File: src/rtl/core/ffha_pkg.sv
// Shared constants, types and codes for the first-fit heap allocator.
package ffha_pkg;

   localparam int unsigned HEAP_BYTES   = 33554432;
   localparam int unsigned MAX_BLOCKS   = 64;
   localparam int unsigned HEADER_BYTES = 16;

   localparam int unsigned IDX_W  = $clog2(MAX_BLOCKS);
   localparam int unsigned CNT_W  = $clog2(MAX_BLOCKS + 1);
   localparam int unsigned OFS_W  = $clog2(HEAP_BYTES);
   localparam int unsigned SIZE_W = 27;
   localparam int unsigned ENTRY_W = 2 * OFS_W + 1;

   localparam logic [31:0] FLOOR_MIN  = 32'h00C0_0000;
   localparam logic [32:0] PAGE_ROUND = 33'h0_0000_0FFF;
   localparam logic [32:0] PAGE_MASK  = 33'h1_FFFF_F000;

   localparam logic [OFS_W-1:0] HDR      = OFS_W'(HEADER_BYTES);
   localparam logic [OFS_W-1:0] INIT_PAY = OFS_W'(HEAP_BYTES - HEADER_BYTES);

   localparam logic REG_HEAP_FLOOR = 1'b0;

   typedef struct packed {
      logic [OFS_W-1:0] start;
      logic [OFS_W-1:0] payload;
      logic             free;
   } entry_type;

   typedef enum logic [1:0] {OP_ALLOC, OP_FREE, OP_STATS, OP_RSVD} opcode_type;
   typedef enum logic [1:0] {STAT_OK, STAT_FAIL, STAT_IGN} status_type;
   typedef enum logic [1:0] {RD_I, RD_I1, RD_JM1, RD_JR} rd_sel_type;
   typedef enum logic [2:0] {
      WR_INIT, WR_USED_FULL, WR_USED_SIZE, WR_SPLIT_HI, WR_MERGE, WR_SHIFT
   } wr_sel_type;

   typedef enum logic [3:0] {
      ST_INIT, ST_IDLE, ST_CHK, ST_RD, ST_EV, ST_END, ST_USE, ST_SUR, ST_SUW,
      ST_SPH, ST_SPL, ST_RDN, ST_EVN, ST_MRG, ST_SDR, ST_SDW
   } state_type;

   typedef struct packed {
      logic       latch_req;
      logic       inc_i;
      logic       rd_en;
      rd_sel_type rd_sel;
      logic       wr_en;
      wr_sel_type wr_sel;
      logic       cap_hit;
      logic       save_prev;
      logic       accum;
      logic       cap_succ;
      logic       j_load_cnt;
      logic       j_load_lo;
      logic       j_dec;
      logic       j_inc;
      logic       cnt_init;
      logic       cnt_inc;
      logic       cnt_sub;
      logic       set_status;
      status_type status_val;
      logic       out_load;
   } cmd_type;

   typedef struct packed {
      opcode_type op;
      logic       zero_size;
      logic       zero_addr;
      logic       scan_end;
      logic       fit;
      logic       split;
      logic       match;
      logic       cur_free;
      logic       up_more;
      logic       dn_more;
      logic       out_free;
   } sts_type;

endpackage

File: src/rtl/core/ffha_ctrl.sv
// Sequencer for table scans, splits, merges and result hand-off.
module ffha_ctrl (
   input  logic             clock,
   input  logic             reset,
   input  logic             cfg_wr,
   input  logic             req_tvalid,
   input  ffha_pkg::sts_type sts,
   output logic             req_tready,
   output ffha_pkg::cmd_type cmd
);
   import ffha_pkg::*;

   state_type state_ff, state_in;

   always_ff @(posedge clock) begin
      if (reset) begin
         state_ff <= ST_INIT;
      end else begin
         state_ff <= state_in;
      end
   end

   always_comb begin
      state_in = state_ff;
      case (state_ff)
         ST_INIT: state_in = ST_IDLE;
         ST_IDLE: if (req_tvalid) state_in = ST_CHK;
         ST_CHK: begin
            if (sts.op == OP_RSVD || (sts.op == OP_ALLOC && sts.zero_size) ||
                (sts.op == OP_FREE && sts.zero_addr)) begin
               state_in = ST_END;
            end else begin
               state_in = ST_RD;
            end
         end
         ST_RD: state_in = sts.scan_end ? ST_END : ST_EV;
         ST_EV: begin
            case (sts.op)
               OP_ALLOC: begin
                  if (sts.fit) state_in = sts.split ? ST_SUR : ST_USE;
                  else state_in = ST_RD;
               end
               OP_FREE: begin
                  if (sts.match) state_in = sts.cur_free ? ST_END : ST_RDN;
                  else state_in = ST_RD;
               end
               default: state_in = ST_RD;
            endcase
         end
         ST_END: if (sts.out_free) state_in = ST_IDLE;
         ST_USE: state_in = ST_END;
         ST_SUR: state_in = sts.up_more ? ST_SUW : ST_SPH;
         ST_SUW: state_in = ST_SUR;
         ST_SPH: state_in = ST_SPL;
         ST_SPL: state_in = ST_END;
         ST_RDN: state_in = ST_EVN;
         ST_EVN: state_in = ST_MRG;
         ST_MRG: state_in = ST_SDR;
         ST_SDR: state_in = sts.dn_more ? ST_SDW : ST_END;
         ST_SDW: state_in = ST_SDR;
         default: state_in = ST_INIT;
      endcase
      if (cfg_wr) begin
         state_in = ST_INIT;
      end
   end

   always_comb begin
      cmd = '0;
      cmd.rd_sel = RD_I;
      cmd.wr_sel = WR_SHIFT;
      cmd.status_val = STAT_OK;
      req_tready = 1'b0;
      case (state_ff)
         ST_INIT: begin
            cmd.wr_en = 1'b1;
            cmd.wr_sel = WR_INIT;
            cmd.cnt_init = 1'b1;
         end
         ST_IDLE: begin
            req_tready = 1'b1;
            cmd.latch_req = req_tvalid;
         end
         ST_CHK: begin
            cmd.set_status = 1'b1;
            cmd.status_val = (sts.op == OP_ALLOC) ? STAT_FAIL : STAT_IGN;
         end
         ST_RD: begin
            cmd.rd_en = 1'b1;
            cmd.rd_sel = RD_I;
            if (sts.scan_end) begin
               cmd.set_status = 1'b1;
               case (sts.op)
                  OP_ALLOC: cmd.status_val = STAT_FAIL;
                  OP_FREE:  cmd.status_val = STAT_IGN;
                  default:  cmd.status_val = STAT_OK;
               endcase
            end
         end
         ST_EV: begin
            case (sts.op)
               OP_ALLOC: begin
                  cmd.cap_hit = sts.fit;
                  cmd.j_load_cnt = sts.fit && sts.split;
                  cmd.inc_i = !sts.fit;
               end
               OP_FREE: begin
                  cmd.cap_hit = sts.match && !sts.cur_free;
                  cmd.save_prev = !sts.match;
                  cmd.inc_i = !sts.match;
               end
               default: begin
                  cmd.accum = 1'b1;
                  cmd.inc_i = 1'b1;
               end
            endcase
         end
         ST_END: cmd.out_load = sts.out_free;
         ST_USE: begin
            cmd.wr_en = 1'b1;
            cmd.wr_sel = WR_USED_FULL;
            cmd.set_status = 1'b1;
         end
         ST_SUR: begin
            cmd.rd_en = sts.up_more;
            cmd.rd_sel = RD_JM1;
         end
         ST_SUW: begin
            cmd.wr_en = 1'b1;
            cmd.j_dec = 1'b1;
         end
         ST_SPH: begin
            cmd.wr_en = 1'b1;
            cmd.wr_sel = WR_SPLIT_HI;
         end
         ST_SPL: begin
            cmd.wr_en = 1'b1;
            cmd.wr_sel = WR_USED_SIZE;
            cmd.cnt_inc = 1'b1;
            cmd.set_status = 1'b1;
         end
         ST_RDN: begin
            cmd.rd_en = 1'b1;
            cmd.rd_sel = RD_I1;
         end
         ST_EVN: cmd.cap_succ = 1'b1;
         ST_MRG: begin
            cmd.wr_en = 1'b1;
            cmd.wr_sel = WR_MERGE;
            cmd.j_load_lo = 1'b1;
         end
         ST_SDR: begin
            cmd.rd_en = sts.dn_more;
            cmd.rd_sel = RD_JR;
            cmd.cnt_sub = !sts.dn_more;
            cmd.set_status = !sts.dn_more;
         end
         ST_SDW: begin
            cmd.wr_en = 1'b1;
            cmd.j_inc = 1'b1;
         end
         default: cmd = '0;
      endcase
   end
endmodule

File: config.mk
export PLATFORM = sky130hd
export DESIGN_NAME = ffha_ctrl
export DESIGN_NICKNAME = d
export VERILOG_FILES = /design/src/rtl/core/ffha_pkg.sv /design/src/rtl/core/ffha_ctrl.sv
export SDC_FILE = /design/constraint.sdc
export NUM_CORES = 1
export LEC_CHECK = 0
export BUFFER_PORTS_ARGS = -buffer_cell sky130_fd_sc_hd__clkbuf_2
export CAP_MARGIN = 10
export CELL_PAD_IN_SITES_DETAIL_PLACEMENT = 0
export CELL_PAD_IN_SITES_GLOBAL_PLACEMENT = 1
export CORE_ASPECT_RATIO = 0.75
export CORE_UTILIZATION = 27
export DETAILED_ROUTE_END_ITERATION = 10
export GPL_TIMING_DRIVEN = 0
export PLACE_DENSITY = 0.9
export REMOVE_ABC_BUFFERS = 1
export SLEW_MARGIN = 5
export SYNTH_ARGS = -nofsm -noshare
export SYNTH_HDL_FRONTEND = slang
export SYNTH_SLANG_ARGS = --single-unit
File: constraint.sdc
create_clock -name clock -period 2 [get_ports clock]
set_clock_uncertainty 0.15 [all_clocks]
set_input_delay 0.4 -clock clock [delete_from_list [all_inputs] [get_ports clock]]
set_output_delay 0.4 -clock clock [all_outputs]
set_load 0.02 [all_outputs]
==> results.py <==
metrics = {
    "run_status": {
        "status": "complete, no violations",
    },
    "placed_design": {
        "place_congestion": 0.7956,
        "io_buffer_count": 40,
        "dp_hpwl_mm": 1.591,
    },
    "sta": {
        "hold_ws_ns": 0.3200,
        "period_share_pct": 97.57,
        "slew_headroom_pct": 72.50,
        "period_needed_ns": 1.951,
        "setup_viol": 0,
        "tightestPinTransition_ns": 0.4072,
        "grt_setup_unrepaired": "true",
        "fmaxAchievable_ghz": 0.5124,
        "final_max_slew_viol_count": 0,
        "hold_viol": 0,
    },
    "floorplanning": {
        "die_area_um2": 2704,
        "core_um2": 2327,
        "dieHeight_um": 45.28,
        "die_w_um": 59.71,
        "start_util_pct": 28.98,
        "io_pins": 41,
        "rows": 15,
    },
    "critical_path": {
        "critPathLaunchType": "register",
        "reg2reg_from": "state_ff[2]",
        "cp.depth": 4,
        "endpoint_kind": "output pin",
        "rrSetupSlack_ns": 0.39,
        "critical_path.top_delay_family": "simple AND/OR/NAND/NOR gates",
        "slowest_delay_ns": 0.38,
        "reg2reg_to": "state_ff[1]",
        "crit_path_start": "state_ff[1]",
        "cp.arrival_ns": 1.40,
        "cp.required_ns": 1.45,
        "ff2ff_path_depth": 5,
        "worstSetupEndpoint": "cmd[13]",
        "cp_num_buf_inv": 1,
        "crit_type": "register to output pin",
        "cp_max_fo": 12,
        "crit_path_cell_trace": "nand2b_4 -> nand2b_2 -> nor3_1 -> clkbuf_2",
        "crit_slowest_cell": "dfxtp_4",
    },
    "synthesis": {
        "netlist_top_cells_count": "nor2_1, a21oi_1, nand2_1",
        "yosysMostFrequentCell": "nor2_1",
        "syn-cell-area_um2": 674.4,
        "yosysTopAreaCell": "a21oi_1",
        "synth_top_area_share_pct": 11.87,
        "synthTopCellsByArea": "a21oi_1, dfxtp_1, nor2_1",
        "synthFlopType": "dfxtp_1",
        "seq_area_frac_synth_pct": 11.87,
        "async_flop_share_pct": 0,
        "synth-seq-cells": 4,
        "ys_types": 36,
        "syn_inst": 114,
        "synth_warnings": 0,
        "syn_area_per_cell_um2": 5.916,
        "synth_edf_count": 0,
    },
    "global_routing": {
        "grt_overflow_total": 0,
        "grt_max_degree": 24,
        "grt.total_usage_pct": 17.13,
        "antenna_found_initial": 0,
        "grt_pass1_vias": 762,
        "grt_pass1_wl_mm": 3.539,
    },
    "power_and_ir_drop": {
        "p_leak_nw": 0.4380,
        "irDropWorstVdd_mv": 0.1181,
        "power.density_nw_per_um2": 297.4,
        "power_mw": 0.2906,
    },
    "final_layout": {
        "regMostFlops": "state_ff",
        "largest_reg_flops": 4,
        "fin_util_pct": 41.99,
        "diodes": 0,
        "n_fill_cell": 282,
        "area_growth_pct": 44.90,
        "reg.largest.list": "state_ff (4)",
        "nets": 172,
        "drive_gt1_share_pct": 40.26,
    },
    "detailed_routing": {
        "drc": 0,
        "wl_per_cell_um": 12.69,
        "drtIter0Drc": 41,
        "vias_per_cell": 5.090,
        "vias": 957,
        "drt_pass1_iterations": 5,
        "totalWireLength_mm": 2.386,
        "ant_nets": 0,
    },
    "clocking": {
        "cts_made_buffers": 3,
        "cts_buffer_depth": 2,
        "root_buffer": "clkbuf_4",
        "clk_latency_ns": 0.24,
        "path_clk_slew_ns": 0.04,
        "htreeDepth": 1,
        "cts_tree": "done",
        "clock-sinks": 4,
    },
    "hold_path": {
        "hold_path.class": "primary input to register",
    },
    "flow_run": {
        "cap_violations": 0,
    },
}
-- area by class of cell --
class                           count  area, µm²  area share (%)
Tap cell                           34      42.54           4.353
Clock buffer                        3      22.52           2.305
Timing Repair Buffer               47      265.3           27.14
Multi-Input combinational cell     95      533.0           54.55
Inverter                            5      18.77           1.921
Sequential cell                     4      95.09           9.731
-- where the power goes --
part / internal, mW / switching, mW
Combinational: 0.0453 / 0.0584
Sequential: 0.0777 / 0.00680
Clock: 0.0673 / 0.0352
-- worst min-delay path by stage --
stage	startpoint	endpoint	slack, ns	depth (start not counted)
floorplan	sts[5]	state_ff[0]	0.44	2
global placement	reset	state_ff[0]	0.57	3
detailed placement	reset	state_ff[0]	0.57	3
CTS	reset	state_ff[0]	0.31	3
global route	reset	state_ff[0]	0.32	3
finish	reset	state_ff[0]	0.32	3
-- stage by stage --
step	instance area (µm²)	TNS, ns	instances	setup WS, ns
3_5_place_dp	862.1	-1.942	178	-0.3124
2_1_floorplan	619.3	-0.3550	104	-0.1747
5_1_grt	977.2	-0.02830	188	-0.02150
4_1_cts	917.1	0	182	0.003911
3_3_place_gp	862.1	-1.443	178	-0.2744
6_report	977.2	0	188	0.04856
-- kinds of logic after synthesis --
| kind of cell | count (synthesis) | synth area share, % |
|---|---|---|
| DFF | 4 | 11.87 |
| and+or+nand+nor | 57 | 40.82 |
| AOI/OAI and AO/OA | 36 | 33.77 |
| buffers and inverters | 15 | 10.95 |
| xor gates and xnor gates | 2 | 2.598 |
-- timing repair --
item	CTS	global route
endpoints found under the setup margin	24	10
resized for setup	10	4
setup buffers	1	6
hold endpoints to repair	0	0
pin swaps	0	0
hold buffers	0	0
-- metal layers --
layer	GRT usage, %	vias up	share of wire [%]
met5	0	-	0
met3	2.865	0	7.6
met2	24.67	49	44
met1	26.59	424	48
met4	2.791	0	0
li1	-	484	-
-- worst reg2reg max path, stage by stage, from the launching register on --
cell	delay [ns]
dfxtp_4	0.39
buf_4	0.20
nand2b_4	0.15
or2_0	0.19
a31o_1	0.22
a311oi_2	0.22
-- cell usage in the layout, fill, tap and decap left out --
| cell | count |
|---|---|
| dfxtp_4 | 4 |
| nand2b_4 | 2 |
| a221oi_1 | 1 |
| o41ai_1 | 1 |
| a21boi_1 | 1 |
| buf_2 | 3 |
| a311oi_2 | 1 |
| clkbuf_2 | 37 |
| o22a_1 | 1 |
| clkbuf_4 | 3 |
| nor3_1 | 9 |
| or3_1 | 1 |
| nand2b_1 | 2 |
| nand4_1 | 2 |
| or2_2 | 1 |
| nand3_1 | 2 |
| or2_0 | 2 |
| a211oi_1 | 1 |
| o21a_1 | 1 |
| a21o_1 | 1 |
| o211ai_1 | 1 |
| buf_12 | 1 |
| o21ai_1 | 2 |
| inv_1 | 3 |
| inv_2 | 2 |
| a41o_1 | 1 |
| xnor2_1 | 1 |
| nand2b_2 | 2 |
| nor4_1 | 2 |
| a31o_1 | 1 |
| and3_1 | 2 |
| a21oi_1 | 16 |
| o21ai_0 | 5 |
| a31oi_1 | 1 |
| nand2_1 | 13 |
| buf_4 | 6 |
| a211o_1 | 1 |
| nor2_1 | 17 |
| xor2_1 | 1 |
Note: power is estimated with default switching activity, not from simulation.
