File: src/rtl/core/ffha_pkg.sv
// Shared constants, types and codes for the first-fit heap allocator.
package ffha_pkg;

   localparam int unsigned HEAP_BYTES   = 33554432;
   localparam int unsigned MAX_BLOCKS   = 64;
   localparam int unsigned HEADER_BYTES = 16;

   localparam int unsigned IDX_W  = $clog2(MAX_BLOCKS);
   localparam int unsigned CNT_W  = $clog2(MAX_BLOCKS + 1);
   localparam int unsigned OFS_W  = $clog2(HEAP_BYTES);
   localparam int unsigned SIZE_W = 27;
   localparam int unsigned ENTRY_W = 2 * OFS_W + 1;

   localparam logic [31:0] FLOOR_MIN  = 32'h00C0_0000;
   localparam logic [32:0] PAGE_ROUND = 33'h0_0000_0FFF;
   localparam logic [32:0] PAGE_MASK  = 33'h1_FFFF_F000;

   localparam logic [OFS_W-1:0] HDR      = OFS_W'(HEADER_BYTES);
   localparam logic [OFS_W-1:0] INIT_PAY = OFS_W'(HEAP_BYTES - HEADER_BYTES);

   localparam logic REG_HEAP_FLOOR = 1'b0;

   typedef struct packed {
      logic [OFS_W-1:0] start;
      logic [OFS_W-1:0] payload;
      logic             free;
   } entry_type;

   typedef enum logic [1:0] {OP_ALLOC, OP_FREE, OP_STATS, OP_RSVD} opcode_type;
   typedef enum logic [1:0] {STAT_OK, STAT_FAIL, STAT_IGN} status_type;
   typedef enum logic [1:0] {RD_I, RD_I1, RD_JM1, RD_JR} rd_sel_type;
   typedef enum logic [2:0] {
      WR_INIT, WR_USED_FULL, WR_USED_SIZE, WR_SPLIT_HI, WR_MERGE, WR_SHIFT
   } wr_sel_type;

   typedef enum logic [3:0] {
      ST_INIT, ST_IDLE, ST_CHK, ST_RD, ST_EV, ST_END, ST_USE, ST_SUR, ST_SUW,
      ST_SPH, ST_SPL, ST_RDN, ST_EVN, ST_MRG, ST_SDR, ST_SDW
   } state_type;

   typedef struct packed {
      logic       latch_req;
      logic       inc_i;
      logic       rd_en;
      rd_sel_type rd_sel;
      logic       wr_en;
      wr_sel_type wr_sel;
      logic       cap_hit;
      logic       save_prev;
      logic       accum;
      logic       cap_succ;
      logic       j_load_cnt;
      logic       j_load_lo;
      logic       j_dec;
      logic       j_inc;
      logic       cnt_init;
      logic       cnt_inc;
      logic       cnt_sub;
      logic       set_status;
      status_type status_val;
      logic       out_load;
   } cmd_type;

   typedef struct packed {
      opcode_type op;
      logic       zero_size;
      logic       zero_addr;
      logic       scan_end;
      logic       fit;
      logic       split;
      logic       match;
      logic       cur_free;
      logic       up_more;
      logic       dn_more;
      logic       out_free;
   } sts_type;

endpackage

File: src/rtl/core/ffha_ram.sv
// Generic single-write, single-read RAM with registered read data.
module ffha_ram #(
   parameter int unsigned WIDTH = 8,
   parameter int unsigned DEPTH = 16
) (
   input  logic                     clock,
   input  logic                     wr_en,
   input  logic [$clog2(DEPTH)-1:0] wr_addr,
   input  logic [WIDTH-1:0]         wr_data,
   input  logic                     rd_en,
   input  logic [$clog2(DEPTH)-1:0] rd_addr,
   output logic [WIDTH-1:0]         rd_data
);
   logic [WIDTH-1:0] mem [DEPTH];
   logic [WIDTH-1:0] rd_data_ff;

   always_ff @(posedge clock) begin
      if (wr_en) begin
         mem[wr_addr] <= wr_data;
      end
      if (rd_en) begin
         rd_data_ff <= mem[rd_addr];
      end
   end

   assign rd_data = rd_data_ff;
endmodule

File: src/rtl/core/ffha_dp.sv
// Block table, scan registers, heap base and result register.
module ffha_dp (
   input  logic                        clock,
   input  logic                        reset,
   input  ffha_pkg::cmd_type           cmd,
   output ffha_pkg::sts_type           sts,
   input  logic                        cfg_wr,
   input  logic [31:0]                 cfg_data,
   output logic [31:0]                 heap_floor,
   input  logic [1:0]                  req_op,
   input  logic [25:0]                 req_size,
   input  logic [31:0]                 req_addr,
   input  logic                        rsp_ready,
   output logic                        rsp_valid,
   output logic [1:0]                  rsp_status,
   output logic [31:0]                 rsp_address,
   output logic [6:0]                  rsp_blocks,
   output logic [6:0]                  rsp_fblk_cnt,
   output logic [25:0]                 rsp_fbyte_sum,
   output logic [25:0]                 rsp_ubyte_sum
);
   import ffha_pkg::*;

   logic [31:0] floor_ff, base_ff;
   logic [32:0] base_max, base_rnd;
   opcode_type  op_ff;
   logic [SIZE_W-1:0] size_ff;
   logic [31:0] addr_ff;
   logic [CNT_W-1:0] i_ff, j_ff, cnt_ff;
   logic [CNT_W-1:0] i_p1, lo;
   entry_type cur, wdata;
   logic [ENTRY_W-1:0] rdata;
   logic [IDX_W-1:0] raddr, waddr;
   logic [OFS_W-1:0] hit_start_ff, hit_pay_ff, prev_start_ff, prev_pay_ff, succ_pay_ff;
   logic prev_free_ff, pred_ff, succ_ff;
   logic [1:0] r;
   logic [OFS_W-1:0] merged;
   logic [31:0] cur_addr;
   logic [6:0]  acc_cnt_ff, acc_fcnt_ff;
   logic [25:0] acc_fb_ff, acc_ub_ff;
   logic [31:0] res_addr_ff;
   status_type  res_status_ff;
   logic        rsp_valid_ff;
   logic [1:0]  rsp_status_ff;
   logic [31:0] rsp_address_ff;
   logic [6:0]  rsp_blocks_ff, rsp_fblk_cnt_ff;
   logic [25:0] rsp_fbyte_sum_ff, rsp_ubyte_sum_ff;

   assign base_max = (cfg_data > FLOOR_MIN) ? {1'b0, cfg_data} : {1'b0, FLOOR_MIN};
   assign base_rnd = (base_max + PAGE_ROUND) & PAGE_MASK;

   always_ff @(posedge clock) begin
      if (reset) begin
         floor_ff <= FLOOR_MIN;
         base_ff  <= FLOOR_MIN;
      end else if (cfg_wr) begin
         floor_ff <= cfg_data;
         base_ff  <= base_rnd[31:0];
      end
   end
   assign heap_floor = floor_ff;

   assign cur = entry_type'(rdata);
   assign i_p1 = i_ff + CNT_W'(1);
   assign r = {1'b0, pred_ff} + {1'b0, succ_ff};
   assign lo = pred_ff ? (i_ff - CNT_W'(1)) : i_ff;
   assign merged = (pred_ff ? (prev_pay_ff + HDR) : '0) + hit_pay_ff +
                   (succ_ff ? (succ_pay_ff + HDR) : '0);
   assign cur_addr = base_ff + 32'(cur.start) + 32'(HEADER_BYTES);

   always_comb begin
      case (cmd.rd_sel)
         RD_I:   raddr = i_ff[IDX_W-1:0];
         RD_I1:  raddr = i_p1[IDX_W-1:0];
         RD_JM1: raddr = IDX_W'(j_ff - CNT_W'(1));
         RD_JR:  raddr = IDX_W'(j_ff + CNT_W'(r));
         default: raddr = '0;
      endcase
   end

   always_comb begin
      waddr = j_ff[IDX_W-1:0];
      wdata = cur;
      case (cmd.wr_sel)
         WR_INIT: begin
            waddr = '0;
            wdata = '{start: '0, payload: INIT_PAY, free: 1'b1};
         end
         WR_USED_FULL: begin
            waddr = i_ff[IDX_W-1:0];
            wdata = '{start: hit_start_ff, payload: hit_pay_ff, free: 1'b0};
         end
         WR_USED_SIZE: begin
            waddr = i_ff[IDX_W-1:0];
            wdata = '{start: hit_start_ff, payload: size_ff[OFS_W-1:0], free: 1'b0};
         end
         WR_SPLIT_HI: begin
            waddr = i_p1[IDX_W-1:0];
            wdata = '{start: hit_start_ff + HDR + size_ff[OFS_W-1:0],
                      payload: hit_pay_ff - size_ff[OFS_W-1:0] - HDR, free: 1'b1};
         end
         WR_MERGE: begin
            waddr = lo[IDX_W-1:0];
            wdata = '{start: pred_ff ? prev_start_ff : hit_start_ff,
                      payload: merged, free: 1'b1};
         end
         WR_SHIFT: begin
            waddr = j_ff[IDX_W-1:0];
            wdata = cur;
         end
         default: wdata = cur;
      endcase
   end

   ffha_ram #(.WIDTH(ENTRY_W), .DEPTH(MAX_BLOCKS)) u_table (
      .clock  (clock),
      .wr_en  (cmd.wr_en),
      .wr_addr(waddr),
      .wr_data(wdata),
      .rd_en  (cmd.rd_en),
      .rd_addr(raddr),
      .rd_data(rdata)
   );

   always_ff @(posedge clock) begin
      if (cmd.latch_req) begin
         op_ff   <= opcode_type'(req_op);
         size_ff <= ({1'b0, req_size} + SIZE_W'(3)) & ~SIZE_W'(3);
         addr_ff <= req_addr;
      end
      if (cmd.save_prev) begin
         prev_start_ff <= cur.start;
         prev_pay_ff   <= cur.payload;
         prev_free_ff  <= cur.free;
      end
      if (cmd.cap_hit) begin
         hit_start_ff <= cur.start;
         hit_pay_ff   <= cur.payload;
         pred_ff      <= prev_free_ff && (i_ff != '0);
      end
      if (cmd.cap_succ) begin
         succ_pay_ff <= cur.payload;
         succ_ff     <= (i_p1 < cnt_ff) && cur.free;
      end
      if (cmd.latch_req) begin
         i_ff <= '0;
      end else if (cmd.inc_i) begin
         i_ff <= i_p1;
      end
      if (cmd.j_load_cnt) begin
         j_ff <= cnt_ff;
      end else if (cmd.j_load_lo) begin
         j_ff <= lo + CNT_W'(1);
      end else if (cmd.j_dec) begin
         j_ff <= j_ff - CNT_W'(1);
      end else if (cmd.j_inc) begin
         j_ff <= j_ff + CNT_W'(1);
      end
      if (cmd.latch_req) begin
         res_addr_ff <= '0;
      end else if (cmd.cap_hit && op_ff == OP_ALLOC) begin
         res_addr_ff <= cur_addr;
      end
      if (cmd.set_status) begin
         res_status_ff <= cmd.status_val;
      end
      if (cmd.latch_req) begin
         acc_cnt_ff  <= '0;
         acc_fcnt_ff <= '0;
         acc_fb_ff   <= '0;
         acc_ub_ff   <= '0;
      end else if (cmd.accum) begin
         acc_cnt_ff <= acc_cnt_ff + 7'd1;
         if (cur.free) begin
            acc_fcnt_ff <= acc_fcnt_ff + 7'd1;
            acc_fb_ff   <= acc_fb_ff + 26'(cur.payload);
         end else begin
            acc_ub_ff <= acc_ub_ff + 26'(cur.payload);
         end
      end
      if (cmd.out_load) begin
         rsp_status_ff    <= res_status_ff;
         rsp_address_ff   <= res_addr_ff;
         rsp_blocks_ff    <= acc_cnt_ff;
         rsp_fblk_cnt_ff  <= acc_fcnt_ff;
         rsp_fbyte_sum_ff <= acc_fb_ff;
         rsp_ubyte_sum_ff <= acc_ub_ff;
      end
   end

   always_ff @(posedge clock) begin
      if (reset) begin
         cnt_ff       <= CNT_W'(1);
         rsp_valid_ff <= 1'b0;
      end else begin
         if (cmd.cnt_init) begin
            cnt_ff <= CNT_W'(1);
         end else if (cmd.cnt_inc) begin
            cnt_ff <= cnt_ff + CNT_W'(1);
         end else if (cmd.cnt_sub) begin
            cnt_ff <= cnt_ff - CNT_W'(r);
         end
         if (cmd.out_load) begin
            rsp_valid_ff <= 1'b1;
         end else if (rsp_ready) begin
            rsp_valid_ff <= 1'b0;
         end
      end
   end

   always_comb begin
      sts.op        = op_ff;
      sts.zero_size = (size_ff == '0);
      sts.zero_addr = (addr_ff == '0);
      sts.scan_end  = (i_ff >= cnt_ff);
      sts.fit       = cur.free && ({2'b0, cur.payload} >= size_ff);
      sts.split     = ({3'b0, cur.payload} >= ({1'b0, size_ff} + (SIZE_W + 1)'(HEADER_BYTES + 4)))
                      && (cnt_ff < CNT_W'(MAX_BLOCKS));
      sts.match     = (cur_addr == addr_ff);
      sts.cur_free  = cur.free;
      sts.up_more   = (j_ff > i_p1);
      sts.dn_more   = (r != 2'd0) && ((j_ff + CNT_W'(r)) < cnt_ff);
      sts.out_free  = !rsp_valid_ff || rsp_ready;
   end

   assign rsp_valid     = rsp_valid_ff;
   assign rsp_status    = rsp_status_ff;
   assign rsp_address   = rsp_address_ff;
   assign rsp_blocks    = rsp_blocks_ff;
   assign rsp_fblk_cnt  = rsp_fblk_cnt_ff;
   assign rsp_fbyte_sum = rsp_fbyte_sum_ff;
   assign rsp_ubyte_sum = rsp_ubyte_sum_ff;

   a_split_room: assert property (@(posedge clock) disable iff (reset)
      cmd.cnt_inc |-> cnt_ff < CNT_W'(MAX_BLOCKS))
      else $error("split with full table");
   a_fail_zero: assert property (@(posedge clock) disable iff (reset)
      (cmd.out_load && res_status_ff != STAT_OK) |=> rsp_address_ff == '0)
      else $error("failed request carries an address");
   a_merge_keep: assert property (@(posedge clock) disable iff (reset)
      cmd.cnt_sub |-> cnt_ff > CNT_W'(r))
      else $error("merge empties the table");
endmodule

File: config.mk
export PLATFORM = sky130hd
export DESIGN_NAME = ffha_dp
export DESIGN_NICKNAME = d
export VERILOG_FILES = /design/src/rtl/core/ffha_pkg.sv /design/src/rtl/core/ffha_ram.sv /design/src/rtl/core/ffha_dp.sv
export SDC_FILE = /design/constraint.sdc
export NUM_CORES = 2
export LEC_CHECK = 0
export ABC_AREA = 1
export BUFFER_PORTS_ARGS = -buffer_cell sky130_fd_sc_hd__buf_2
export CAP_MARGIN = 20
export CORE_MARGIN = 3
export CORE_UTILIZATION = 29
export DETAILED_ROUTE_END_ITERATION = 12
export PLACE_DENSITY = 0.43
export SYNTH_ARGS = -nofsm -noshare
export SYNTH_HDL_FRONTEND = slang
export SYNTH_SLANG_ARGS = --single-unit
File: constraint.sdc
create_clock -name clock -period 6.1 [get_ports clock]
set_input_delay 0.61 -clock clock [delete_from_list [all_inputs] [get_ports clock]]
set_output_delay 0.61 -clock clock [all_outputs]
set_load 0.005 [all_outputs]
==> impl_metrics.json <==
{
  "met3WireLength_um": 28900,
  "crit_arrival_ps": 4830,
  "rsz0062_at_grt": "no",
  "dieWidth_um": 756,
  "hold_end": "size_ff[4]$_DFFE_PP_",
  "cts_tree": "done",
  "dr.pass1.iters": 6,
  "synth_area_per_cell_um2": 11.6,
  "clock_latency_ps": 1030,
  "synth_seq_cells": 3776,
  "hold_class": "input pin to flop",
  "ys_top_cells_by_area": "edfxtp_1, nand2_1, o21ai_0, o211ai_1, nor2_1",
  "post-cts-setup-buffer-count": 0,
  "dieArea_um2": 572000,
  "path_clk_slew_ps": 60,
  "grt_usage": 0.192,
  "io_buffer_count": 264,
  "rr_startpoint": "succ_pay_ff[4]$_DFFE_PP_",
  "initial_core_util": 0.292,
  "wl_per_cell_um": 25.3,
  "r2r_cells": 24,
  "slew_headroom": 0.203,
  "r2r-end": "u_table.mem[17][25]$_DFFE_PP_",
  "cp.required_ps": 5490,
  "wl_met1_um": 262000,
  "fin_tns_setup_ps": 0,
  "drt-total-wl_um": 567000,
  "viasPerCell": 5.00,
  "irDropWorstVdd_uv": 252,
  "dp_hpwl_um": 340000,
  "period_share": 0.893,
  "rows": 274,
  "post-route-drc-count": 0,
  "leakage_nw": 68.1,
  "dr_total_vias": 112000,
  "hp-start": "req_size[4]",
  "gp_congestion": 0.844,
  "nNetsFinal": 15000,
  "drive_gt1_frac": 0.115,
  "numCtsBuffers": 414,
  "synth_top_area_share": 0.664,
  "ys.flop_type": "edfxtp_1",
  "ys.warnings.count": 0,
  "maxUsedRoutingLayer": "met5",
  "drt-initial-drc-count": 10200,
  "worstSetupPathType": "flop to primary output",
  "worst_pin_slew_ps": 1200,
  "htree_levels": 5,
  "yosysMostFrequentCell": "edfxtp_1",
  "synth_cell_types": 66,
  "timing.fmax_mhz": 184,
  "cp-end-kind": "primary output",
  "grt-ovfl-total": 0,
  "synth_top_cell_by_area": "edfxtp_1",
  "syn_nets": 14400,
  "fp.dieH_um": 756,
  "setup_violations": 0,
  "status": "complete, no violations",
  "hold_depth": 3,
  "grt_max_degree": 106,
  "clockBufferDepth": 4,
  "maxCapViolCount": 0,
  "synthCells": 14000,
  "synthArstFlopShare": 0,
  "areaGrowthSynthToFinish_pct": 17.9,
  "power_density_nw_per_um2": 367,
  "filler_cell_count": 55400,
  "antenna_found_initial": 31,
  "final_area_um2": 192000,
  "root_buffer": "clkbuf_16",
  "io_pins": 265,
  "coreArea_um2": 559000,
  "dpl_cell_area_um2": 178000,
  "crit_path_max_fanout": 5,
  "ys_seq_area_frac": 0.684,
  "drtAntennaViolNets": 0,
  "hold_viol_final": 0,
  "grt_pass1_wl_um": 808000,
  "synth_edf_count": 3611,
  "wl_met2_um": 264000,
  "cp-start-kind": "flop",
  "fin_skew_ps": 64.6,
  "r2r_slack_ps": 790,
  "holdWs_ps": 126,
  "period_minus_slack_ps": 5440,
  "synthTopCellsByCount": "edfxtp_1, nand2_1, o21ai_0, nor2_1, inv_1",
  "numClockSinks": 3776,
  "grt_pass1_vias": 108000,
  "syn_area_um2": 163000,
  "slew_violations": 0
}
## state kept, by name, summed over array words and instances, names as in the netlist, 26 cells and up
signal           flops
acc_fb_ff           26
acc_ub_ff           26
addr_ff             32
heap_floor          32
res_addr_ff         32
rsp_address         32
rsp_fbyte_sum       26
rsp_ubyte_sum       26
u_table.mem       3264
u_table.rd_data     51
## per-stage QoR
stage	power (mW)	setup slack [ps]	std cells	utilization
final	70.7	655	22400	0.344
after global routing	73.8	215	22400	0.344
after CTS	71.4	612	22400	0.344
after detailed placement	46.5	904	21500	0.319
after global placement	46.5	697	21500	0.319
after floorplan	39.9	964	14000	-
## worst max path at each step
stage / startpoint / to / slack, ps / depth (start not counted)
5_1_grt: succ_pay_ff[4]$_DFFE_PP_ / u_table.mem[17][25]$_DFFE_PP_ / 220 / 24
4_1_cts: size_ff[5]$_DFFE_PP_ / sts[5] / 610 / 21
6_report: size_ff[5]$_DFFE_PP_ / sts[5] / 660 / 21
3_3_place_gp: succ_pay_ff[4]$_DFFE_PP_ / u_table.mem[31][25]$_DFFE_PP_ / 700 / 24
2_1_floorplan: succ_pay_ff[4]$_DFFE_PP_ / u_table.mem[0][25]$_DFFE_PP_ / 960 / 22
3_5_place_dp: succ_pay_ff[4]$_DFFE_PP_ / u_table.mem[25][25]$_DFFE_PP_ / 900 / 24
## per-layer routing
metal  global-route usage  up-vias
li1                     -    51700
met1                0.271    56500
met2                0.316     3085
met3               0.0246      638
met4               0.0373        6
met5                    0        -
## critical path, cell delays in order, from the launching register on
cell      delay [ps]
edfxtp_1         600
inv_1            200
nor2_1           140
nand2_1          120
nor2_1           120
nand2_1          100
nor2_1           100
nand2_1          100
nor2_1           290
nand2_1          150
o21ai_0          220
o21ai_0          130
ha_1             310
nand2_1           70
nor2_1           320
nand4_1          130
nor2_1           180
a31oi_1          100
nand2_1           90
a21oi_1           60
nor2_1           110
buf_2            170
## final cells by class
type / count / area (um^2) / area share
diodes: 14 / 35.0 / 0.000182
multi-input cells: 8394 / 44900 / 0.233
inverters: 1050 / 3990 / 0.0207
clock buffers: 521 / 10900 / 0.0566
repair buffers: 960 / 9390 / 0.0488
flip-flops and latches: 3776 / 112000 / 0.580
well taps: 7452 / 9320 / 0.0484
clock inverters: 234 / 2250 / 0.0117
## repair_timing
action,in CTS,in global routing
hold buffers,104,0
endpoints found under the hold margin,158,0
resized for setup,0,0
## where the power goes
part / switching [mW] / internal (mW) / leakage [nW]
combinational: 10.5 / 4.30 / 27.5
sequential: 0.772 / 30.4 / 34.3
clock: 10.9 / 13.8 / 6.38
total: 22.2 / 48.5 / 68.1
## cells in the final DEF (no fill, tap or decap), types with 15 or more instances in the layout
cell,instances
o21ai_0,1369
edfxtp_1,3611
nand2_1,2130
nand4_1,70
a221oi_1,24
xor2_1,93
o21a_1,15
inv_1,1013
a21o_1,20
xnor2_1,31
o211ai_1,859
inv_2,25
nor2_4,70
clkinv_2,72
fa_1,30
or2_2,135
buf_12,204
o22ai_1,212
nor3_1,64
a31oi_1,24
clkinv_1,95
a21oi_1,366
clkbuf_16,417
clkbuf_1,97
o21ai_1,285
buf_2,261
nand3_1,869
nor2_1,1277
ha_1,271
a21oi_4,16
nor4_1,37
bufinv_16,26
dlygate4sd3_1,104
dfxtp_1,165
buf_4,390
## cells by family after synthesis
logic type	share of synthesized area
buffers and inverters	0.0462
xor gates and xnor gates	0.00704
adders and majority gates	0.0244
and+or+nand+nor	0.120
AOI/OAI and AO/OA	0.118
DFF	0.684
No activity file was read; power rests on OpenSTA's default activity.
